File: src/rtl/link_keepalive_session_fsm_top_assert.svh
// Assertion macros for the session block's top level.
// Needs nothing else; define ASSERT_OFF to compile the checks away.
`ifndef LINK_KEEPALIVE_SESSION_FSM_TOP_ASSERT_SVH
`define LINK_KEEPALIVE_SESSION_FSM_TOP_ASSERT_SVH

`ifndef ASSERT_OFF
`define LKS_ASSERT_IMPLY(label, clk, rstn, ante, cons) \
    label: assert property (@(posedge clk) disable iff (!(rstn)) (ante) |-> (cons)) \
        else $error("session check failed");
`define LKS_ASSERT_NEXT(label, clk, rstn, ante, cons) \
    label: assert property (@(posedge clk) disable iff (!(rstn)) (ante) |=> (cons)) \
        else $error("session check failed");
`else
`define LKS_ASSERT_IMPLY(label, clk, rstn, ante, cons)
`define LKS_ASSERT_NEXT(label, clk, rstn, ante, cons)
`endif

`endif

File: src/rtl/lks_pkg.sv
// Types, codes and helpers for the keepalive session block.
// No dependencies; imported by lks_step and the top level.
package lks_pkg;

    typedef enum logic [3:0] {
        ST_IDLE      = 4'b0001,
        ST_PENDING   = 4'b0010,
        ST_CONNECTED = 4'b0100,
        ST_CLOSING   = 4'b1000
    } state_t;

    localparam logic [2:0] CMD_CONNECT    = 3'd0;
    localparam logic [2:0] CMD_DISCONNECT = 3'd1;
    localparam logic [2:0] CMD_TICK       = 3'd2;
    localparam logic [2:0] CMD_DROP       = 3'd3;
    localparam logic [2:0] CMD_ACCEPT     = 3'd4;
    localparam logic [2:0] CMD_ALIVE      = 3'd5;

    localparam logic [2:0] MSG_NONE       = 3'd0;
    localparam logic [2:0] MSG_CONNECT    = 3'd1;
    localparam logic [2:0] MSG_DISCONNECT = 3'd2;
    localparam logic [2:0] MSG_ALIVE      = 3'd3;
    localparam logic [2:0] MSG_GET_STATE  = 3'd4;

    localparam logic [1:0] NOTE_NONE         = 2'd0;
    localparam logic [1:0] NOTE_CONNECTING   = 2'd1;
    localparam logic [1:0] NOTE_ACCEPTED     = 2'd2;
    localparam logic [1:0] NOTE_DISCONNECTED = 2'd3;

    localparam logic [1:0] CAUSE_LOCAL   = 2'd0;
    localparam logic [1:0] CAUSE_TIMEOUT = 2'd1;
    localparam logic [1:0] CAUSE_DROP    = 2'd2;

    localparam logic [1:0] CODE_IDLE      = 2'd0;
    localparam logic [1:0] CODE_PENDING   = 2'd1;
    localparam logic [1:0] CODE_CONNECTED = 2'd2;
    localparam logic [1:0] CODE_CLOSING   = 2'd3;

    localparam logic [1:0] CFG_IDX_SEND_INTERVAL = 2'd0;
    localparam logic [1:0] CFG_IDX_TIMEOUT       = 2'd1;

    localparam logic [15:0] SEND_INTERVAL_RST = 16'd1000;
    localparam logic [15:0] TIMEOUT_RST       = 16'd60000;

    typedef struct packed {
        logic [2:0] sent_message;
        logic [1:0] notice;
        logic [1:0] disconnect_cause;
        logic [1:0] session_state;
    } result_t;

    function automatic logic [1:0] state_code(input state_t st);
        logic [1:0] code;
        unique case (st)
            ST_IDLE:      code = CODE_IDLE;
            ST_PENDING:   code = CODE_PENDING;
            ST_CONNECTED: code = CODE_CONNECTED;
            ST_CLOSING:   code = CODE_CLOSING;
            default:      code = CODE_IDLE;
        endcase
        return code;
    endfunction

endpackage

File: src/rtl/lks_step.sv
// Next-state and result logic for one session event.
// Depends on lks_pkg; pure combinational, instanced by the top level.
module lks_step
    import lks_pkg::*;
#(
    parameter int TIMER_WIDTH = 18,
    parameter int ID_WIDTH    = 16
) (
    input  logic [2:0]             command,
    input  logic [15:0]            elapsed_ms,
    input  logic [15:0]            offered_id,
    input  logic [15:0]            send_interval,
    input  logic [15:0]            alive_timeout,
    input  state_t                 link_cur,
    input  logic [TIMER_WIDTH-1:0] send_timer_cur,
    input  logic [TIMER_WIDTH-1:0] recv_timer_cur,
    input  logic                   skip_cur,
    input  logic [ID_WIDTH-1:0]    client_id_cur,
    output state_t                 link_nxt,
    output logic [TIMER_WIDTH-1:0] send_timer_nxt,
    output logic [TIMER_WIDTH-1:0] recv_timer_nxt,
    output logic                   skip_nxt,
    output logic [ID_WIDTH-1:0]    client_id_nxt,
    output result_t                result
);

    logic [TIMER_WIDTH:0]   send_sum;
    logic [TIMER_WIDTH:0]   recv_sum;
    logic [TIMER_WIDTH-1:0] send_sat;
    logic [TIMER_WIDTH-1:0] recv_sat;

    assign send_sum = {1'b0, send_timer_cur} + (TIMER_WIDTH+1)'(elapsed_ms);
    assign recv_sum = {1'b0, recv_timer_cur} + (TIMER_WIDTH+1)'(elapsed_ms);
    assign send_sat = send_sum[TIMER_WIDTH] ? '1 : send_sum[TIMER_WIDTH-1:0];
    assign recv_sat = recv_sum[TIMER_WIDTH] ? '1 : recv_sum[TIMER_WIDTH-1:0];

    always_comb begin
        link_nxt                = link_cur;
        send_timer_nxt          = send_timer_cur;
        recv_timer_nxt          = recv_timer_cur;
        skip_nxt                = skip_cur;
        client_id_nxt           = client_id_cur;
        result.sent_message     = MSG_NONE;
        result.notice           = NOTE_NONE;
        result.disconnect_cause = CAUSE_LOCAL;

        unique case (command)
            CMD_CONNECT: begin
                if (link_cur == ST_IDLE) begin
                    result.notice       = NOTE_CONNECTING;
                    result.sent_message = MSG_CONNECT;
                    send_timer_nxt      = '0;
                    recv_timer_nxt      = '0;
                    skip_nxt            = 1'b1;
                    link_nxt            = ST_PENDING;
                end
            end
            CMD_DISCONNECT: begin
                if (link_cur != ST_IDLE) begin
                    result.sent_message = MSG_DISCONNECT;
                    result.notice       = NOTE_DISCONNECTED;
                    link_nxt            = ST_IDLE;
                end
            end
            CMD_TICK: begin
                if (link_cur != ST_IDLE) begin
                    if (!skip_cur) begin
                        send_timer_nxt = send_sat;
                        recv_timer_nxt = recv_sat;
                    end else begin
                        skip_nxt = 1'b0;
                    end
                    if (send_timer_nxt > TIMER_WIDTH'(send_interval)) begin
                        result.sent_message = MSG_ALIVE;
                        send_timer_nxt      = '0;
                    end
                    if (recv_timer_nxt > TIMER_WIDTH'(alive_timeout)) begin
                        result.notice           = NOTE_DISCONNECTED;
                        result.disconnect_cause = CAUSE_TIMEOUT;
                        link_nxt                = ST_IDLE;
                    end
                    if (link_nxt == ST_CLOSING) begin
                        result.notice           = NOTE_DISCONNECTED;
                        result.disconnect_cause = CAUSE_DROP;
                        link_nxt                = ST_IDLE;
                    end
                end
            end
            CMD_DROP: begin
                if (link_cur != ST_IDLE) begin
                    link_nxt = ST_CLOSING;
                end
            end
            CMD_ACCEPT: begin
                if (link_cur == ST_PENDING) begin
                    client_id_nxt       = ID_WIDTH'(offered_id);
                    result.sent_message = MSG_GET_STATE;
                    result.notice       = NOTE_ACCEPTED;
                    link_nxt            = ST_CONNECTED;
                end
            end
            CMD_ALIVE: begin
                recv_timer_nxt = '0;
            end
            default: begin
            end
        endcase

        result.session_state = state_code(link_nxt);
    end

endmodule

File: src/rtl/link_keepalive_session_fsm_top.sv
// Top level of the keepalive session block: state, config and result registers.
// Depends on lks_pkg, lks_step and link_keepalive_session_fsm_top_assert.svh.
//
//  channel | direction | handshake           | payload
//  s_      | in        | s_valid / s_ready   | command, elapsed_ms, offered_id
//  m_      | out       | m_valid / m_ready   | sent_message, notice, cause, state, id
//  cfg_    | in        | cfg_valid/cfg_ready | cfg_index, cfg_data
//
// One item per cycle when m_ready allows; each result is registered and appears
// in the cycle after its item is accepted. The session state and timers update
// in the accept cycle, so the next item sees them at once. The result register
// stalls only on m_ready; s_ready is high while it is empty or being drained.
// Synchronous active-low reset clears state, timers, id and config to defaults.
`include "link_keepalive_session_fsm_top_assert.svh"

module link_keepalive_session_fsm_top
    import lks_pkg::*;
#(
    parameter int TIMER_WIDTH = 18,
    parameter int ID_WIDTH    = 16
) (
    input  logic        aclk,
    input  logic        aresetn,
    input  logic        s_valid,
    output logic        s_ready,
    input  logic [2:0]  s_command,
    input  logic [15:0] s_elapsed_ms,
    input  logic [15:0] s_offered_id,
    output logic        m_valid,
    input  logic        m_ready,
    output logic [2:0]  m_sent_message,
    output logic [1:0]  m_notice,
    output logic [1:0]  m_disconnect_cause,
    output logic [1:0]  m_session_state,
    output logic [15:0] m_assigned_id,
    input  logic        cfg_valid,
    output logic        cfg_ready,
    input  logic [1:0]  cfg_index,
    input  logic [15:0] cfg_data
);

    state_t                 link_reg;
    state_t                 link_next;
    logic [TIMER_WIDTH-1:0] send_timer_reg;
    logic [TIMER_WIDTH-1:0] send_timer_next;
    logic [TIMER_WIDTH-1:0] recv_timer_reg;
    logic [TIMER_WIDTH-1:0] recv_timer_next;
    logic                   skip_reg;
    logic                   skip_next;
    logic [ID_WIDTH-1:0]    client_id_reg;
    logic [ID_WIDTH-1:0]    client_id_next;
    logic [15:0]            interval_reg;
    logic [15:0]            timeout_reg;
    logic                   m_valid_reg;
    result_t                result_reg;
    result_t                result_next;
    logic [15:0]            id_out_reg;
    logic                   s_fire;

    assign s_ready   = !m_valid_reg || m_ready;
    assign s_fire    = s_valid && s_ready;
    assign cfg_ready = 1'b1;

    lks_step #(
        .TIMER_WIDTH(TIMER_WIDTH),
        .ID_WIDTH   (ID_WIDTH)
    ) u_step (
        .command       (s_command),
        .elapsed_ms    (s_elapsed_ms),
        .offered_id    (s_offered_id),
        .send_interval (interval_reg),
        .alive_timeout (timeout_reg),
        .link_cur      (link_reg),
        .send_timer_cur(send_timer_reg),
        .recv_timer_cur(recv_timer_reg),
        .skip_cur      (skip_reg),
        .client_id_cur (client_id_reg),
        .link_nxt      (link_next),
        .send_timer_nxt(send_timer_next),
        .recv_timer_nxt(recv_timer_next),
        .skip_nxt      (skip_next),
        .client_id_nxt (client_id_next),
        .result        (result_next)
    );

    always_ff @(posedge aclk) begin
        if (!aresetn) begin
            link_reg       <= ST_IDLE;
            send_timer_reg <= '0;
            recv_timer_reg <= '0;
            skip_reg       <= 1'b0;
            client_id_reg  <= '0;
            m_valid_reg    <= 1'b0;
        end else begin
            if (s_fire) begin
                link_reg       <= link_next;
                send_timer_reg <= send_timer_next;
                recv_timer_reg <= recv_timer_next;
                skip_reg       <= skip_next;
                client_id_reg  <= client_id_next;
                m_valid_reg    <= 1'b1;
            end else if (m_ready) begin
                m_valid_reg <= 1'b0;
            end
        end
    end

    always_ff @(posedge aclk) begin
        if (!aresetn) begin
            interval_reg <= SEND_INTERVAL_RST;
            timeout_reg  <= TIMEOUT_RST;
        end else if (cfg_valid && cfg_ready) begin
            if (cfg_index == CFG_IDX_SEND_INTERVAL) begin
                interval_reg <= cfg_data;
            end else if (cfg_index == CFG_IDX_TIMEOUT) begin
                timeout_reg <= cfg_data;
            end
        end
    end

    always_ff @(posedge aclk) begin
        if (s_fire) begin
            result_reg <= result_next;
            id_out_reg <= 16'(client_id_next);
        end
    end

    assign m_valid            = m_valid_reg;
    assign m_sent_message     = result_reg.sent_message;
    assign m_notice           = result_reg.notice;
    assign m_disconnect_cause = result_reg.disconnect_cause;
    assign m_session_state    = result_reg.session_state;
    assign m_assigned_id      = id_out_reg;

    `LKS_ASSERT_IMPLY(a_state_matches, aclk, aresetn, m_valid_reg,
        m_session_state == state_code(link_reg))
    `LKS_ASSERT_IMPLY(a_cause_only_on_disc, aclk, aresetn,
        m_valid_reg && (m_notice != NOTE_DISCONNECTED), m_disconnect_cause == CAUSE_LOCAL)
    `LKS_ASSERT_IMPLY(a_disc_goes_idle, aclk, aresetn,
        m_valid_reg && (m_notice == NOTE_DISCONNECTED), link_reg == ST_IDLE)
    `LKS_ASSERT_NEXT(a_alive_clears_recv, aclk, aresetn,
        s_fire && (s_command == CMD_ALIVE), recv_timer_reg == '0)

endmodule
File: config.mk
export PLATFORM = sky130hd
export DESIGN_NAME = link_keepalive_session_fsm_top
export DESIGN_NICKNAME = d
export VERILOG_FILES = /design/src/rtl/lks_pkg.sv /design/src/rtl/lks_step.sv /design/src/rtl/link_keepalive_session_fsm_top.sv
export VERILOG_INCLUDE_DIRS = /design/src /design/src/rtl
export SDC_FILE = /design/constraint.sdc
export NUM_CORES = 1
export LEC_CHECK = 0
export ABC_CLOCK_PERIOD_IN_PS = 6400
export BUFFER_PORTS_ARGS = -buffer_cell sky130_fd_sc_hd__buf_4
export CORE_MARGIN = 10
export CORE_UTILIZATION = 45
export DETAILED_ROUTE_END_ITERATION = 8
export GPL_ROUTABILITY_DRIVEN = 0
export PLACE_DENSITY = 0.68
export RECOVER_POWER = 50
export SYNTH_ARGS = -nofsm -noshare
export SYNTH_HDL_FRONTEND = slang
export SYNTH_SLANG_ARGS = --single-unit
export TNS_END_PERCENT = 100
File: constraint.sdc
create_clock -name aclk -period 6.4 [get_ports aclk]
set_clock_uncertainty 0.1 [all_clocks]
set_input_delay 1.92 -clock aclk [delete_from_list [all_inputs] [get_ports aclk]]
set_output_delay 1.92 -clock aclk [all_outputs]
set_load 0.01 [all_outputs]
==> run metrics <==
status finished with violations; failing checks capacitance limit, slew limit; sequential element share of the synthesized area 35.2%; min-delay worst type register to register; design area 8550 um2; Diodes inserted 0; Clk pin slew, worst setup/hold paths 0.06 ns; PD cells 238 nW/um2; crit path DAT 6.34 ns; vias per cell 5.49; final WL 19.6 mm; dpl ws -0.00446 ns; CP Data Required Time 6.67 ns; CP Launch Type primary input; WS Path Type primary input to register; drt first pass iters 5; hold path depth 2; worst-skew pair later-pin latency 0.43 ns; Yosys cell types 68; GRT Resource Usage Total 17.7%; mux contribution to synthesized area 0.155%; largest area contributor in the netlist dfxtp_1; worst r2r src send_timer_reg[0]; first-pass GRT wire length 31.3 mm; post-layout util 54.0%; FP Rows 46; Final Critical Period 6.07 ns; Max Slew Vio Count 23; Final Worst Setup Slack 0.331 ns; core area 15800 um2; post-synth net total 1010; R2R setup slack 1.53 ns; reg2reg end send_timer_reg[12]; Final Hold Fails 0; top fanout value on the critical path 13; Area Growth Syn to Fin 18.1%; Yosys reg bits 115; Post-Synth Simple-Gate Area 21.6%; I/O Buffers 84; compound-cell area share of the yosys netlist 22.1%; Die W 147 um; Routed Antenna Nets 0; WL per Instance 16.4 um; Power, Total 2.04 mW; largest family of logic cells by synthesized area compound AO/OA/AOI/OAI gates; Min-Delay Endpoint interval_reg[4]; Post-Synth XOR/XNOR Area 3.26%; Max VDD drop 0.180 mV; worst relative slew slack -60.6%; fraction of layout cells with a size suffix above 1 12.9%; area share of fa/ha/maj cells after synthesis 11.6%; RSZ-0062 raised after global routing false; synth warn 0; total gr overflow 0; Tcrit/Tclk final 94.8%; CTS Hold Bufs 0; ys flop type dfxtp_1; initial core utilization 45.8%; post-layout net count 1086; Post-synth EDFFs 25; 1st-iter DRT viols 524; top post-synthesis cells by area dfxtp_1 25%, ha_1 11%, edfxtp_1 10%; initial antenna violation count 0; Cell Area, Placed 8080 um2; Die H 147 um; max_cap viols 1; Clock Path Buffers 2; setup repair bufs after CTS 0; HP Start interval_reg[4]; Syn Area/Cell 8.18 um2; CTS sink cnt 115; Static Leak 3.63 nW; H-tree levels 4; depth of the worst register-to-register path 22; top-area cell type share of the netlist area 24.9%; HPWL Detailed 14.4 mm; FMAX 165 MHz; endpoint class of the critical path register; die area 21600 um2; IO Pins 86; final routed DRC violation total 0; cts bufs inserted 17; Post-synth ARST share 0%; root buffer cell clkbuf_16; Slew @ Worst Pin 2.40 ns; Vias 6541; Mapped Area 7240 um2; vias in the first global route 6112; Setup violations, final 0; Post-CTS Resized 0; Mapped Cells 886; largest net degree at the start of global routing 79; setup tns final 0 ns; TritonCTS clock tree yes
==> worst max-delay path: stages <==
cell and delay, ns:
buf_4 0.09, ha_1 0.20, inv_1 0.07, fa_1 0.40, nor2b_1 0.17, o31a_1 0.18
o21ai_1 0.14, o21ai_1 0.23, a211oi_1 0.13, nor2_1 0.15, buf_4 0.21, nor3b_1 0.07
a21oi_1 0.36, ha_1 0.33, a21o_1 0.19, a21oi_1 0.16, a21oi_1 0.10, o21ai_0 0.16
o211ai_1 0.11, nand2_1 0.08, and3b_1 0.38, and2_4 0.34, a22o_2 0.16
==> cell type report <==
| cell class | instances | area, um2 |
|---|---|---|
| fill | 1539 | 7270 |
| multi-input combinational | 663 | 4260 |
| sequential | 115 | 2550 |
| timing repair buffer | 100 | 638 |
| clock buffer | 17 | 425 |
| tap | 216 | 270 |
| inverter | 65 | 244 |
| clock inverter | 15 | 161 |
==> stage by stage <==
step	cells	hold WS, ns
final	1191	0.364
after global routing	1191	0.387
after CTS	1191	0.367
after detailed placement	1159	0.359
after global placement	1159	0.353
after floorplan	886	0.343
==> metal layers <==
layer,part of all wire [%],global-route usage [%]
met5,0,0
met2,43,26.2
met3,6.8,5.56
met1,48,24.1
met4,1.6,5.16
==> placed cells by master (no fill, tap or decap), types with 11 or more instances in the layout <==
master,count
xor2_1,11
o211ai_1,16
buf_4,69
nor3b_1,20
nor3_1,25
xnor2_1,16
clkbuf_16,17
nor2_1,71
a21o_1,13
inv_1,64
a21oi_1,59
a22oi_1,14
nor2b_1,24
a21boi_0,22
clkbuf_1,30
nand2_1,142
edfxtp_1,25
o21ai_0,35
dfxtp_1,89
ha_1,64
==> worst max-delay path by stage <==
stage / from / end
2_1_floorplan: s_elapsed_ms[0] / m_session_state[1]
3_3_place_gp: s_elapsed_ms[0] / send_timer_reg[8]
3_5_place_dp: s_elapsed_ms[0] / send_timer_reg[12]
4_1_cts: s_elapsed_ms[0] / send_timer_reg[9]
5_1_grt: s_elapsed_ms[0] / send_timer_reg[9]
6_report: s_elapsed_ms[0] / send_timer_reg[12]
==> cell usage after synthesis, drive strengths merged (7+ instances only) <==
cell type,instances
nor3b,20
xor2,11
nor2,72
nand2,142
a211oi,9
nand4,10
clkbuf,38
inv,64
dfxtp,90
nor3,25
a21oi,60
edfxtp,25
xnor2,16
a21o,15
o21ai,38
nor2b,24
o21a,9
ha,64
a22o,14
a22oi,14
o211ai,17
a21boi,22
nand3,7
==> cells by family after synthesis <==
| logic type | Yosys count |
|---|---|
| multiplexers | 1 |
| adder cells (fa/ha/maj) | 66 |
| AO/OA/AOI/OAI | 235 |
| AND/OR/NAND/NOR | 333 |
| other | 1 |
| buffers and inverters | 108 |
| flip-flops | 115 |
| XOR/XNOR | 27 |
==> where the power goes <==
part / switching [mW] / internal [mW]
sequential: 0.0148 / 0.774
combinational: 0.181 / 0.123
clock: 0.391 / 0.552
No activity file was read; power rests on OpenSTA's default activity.
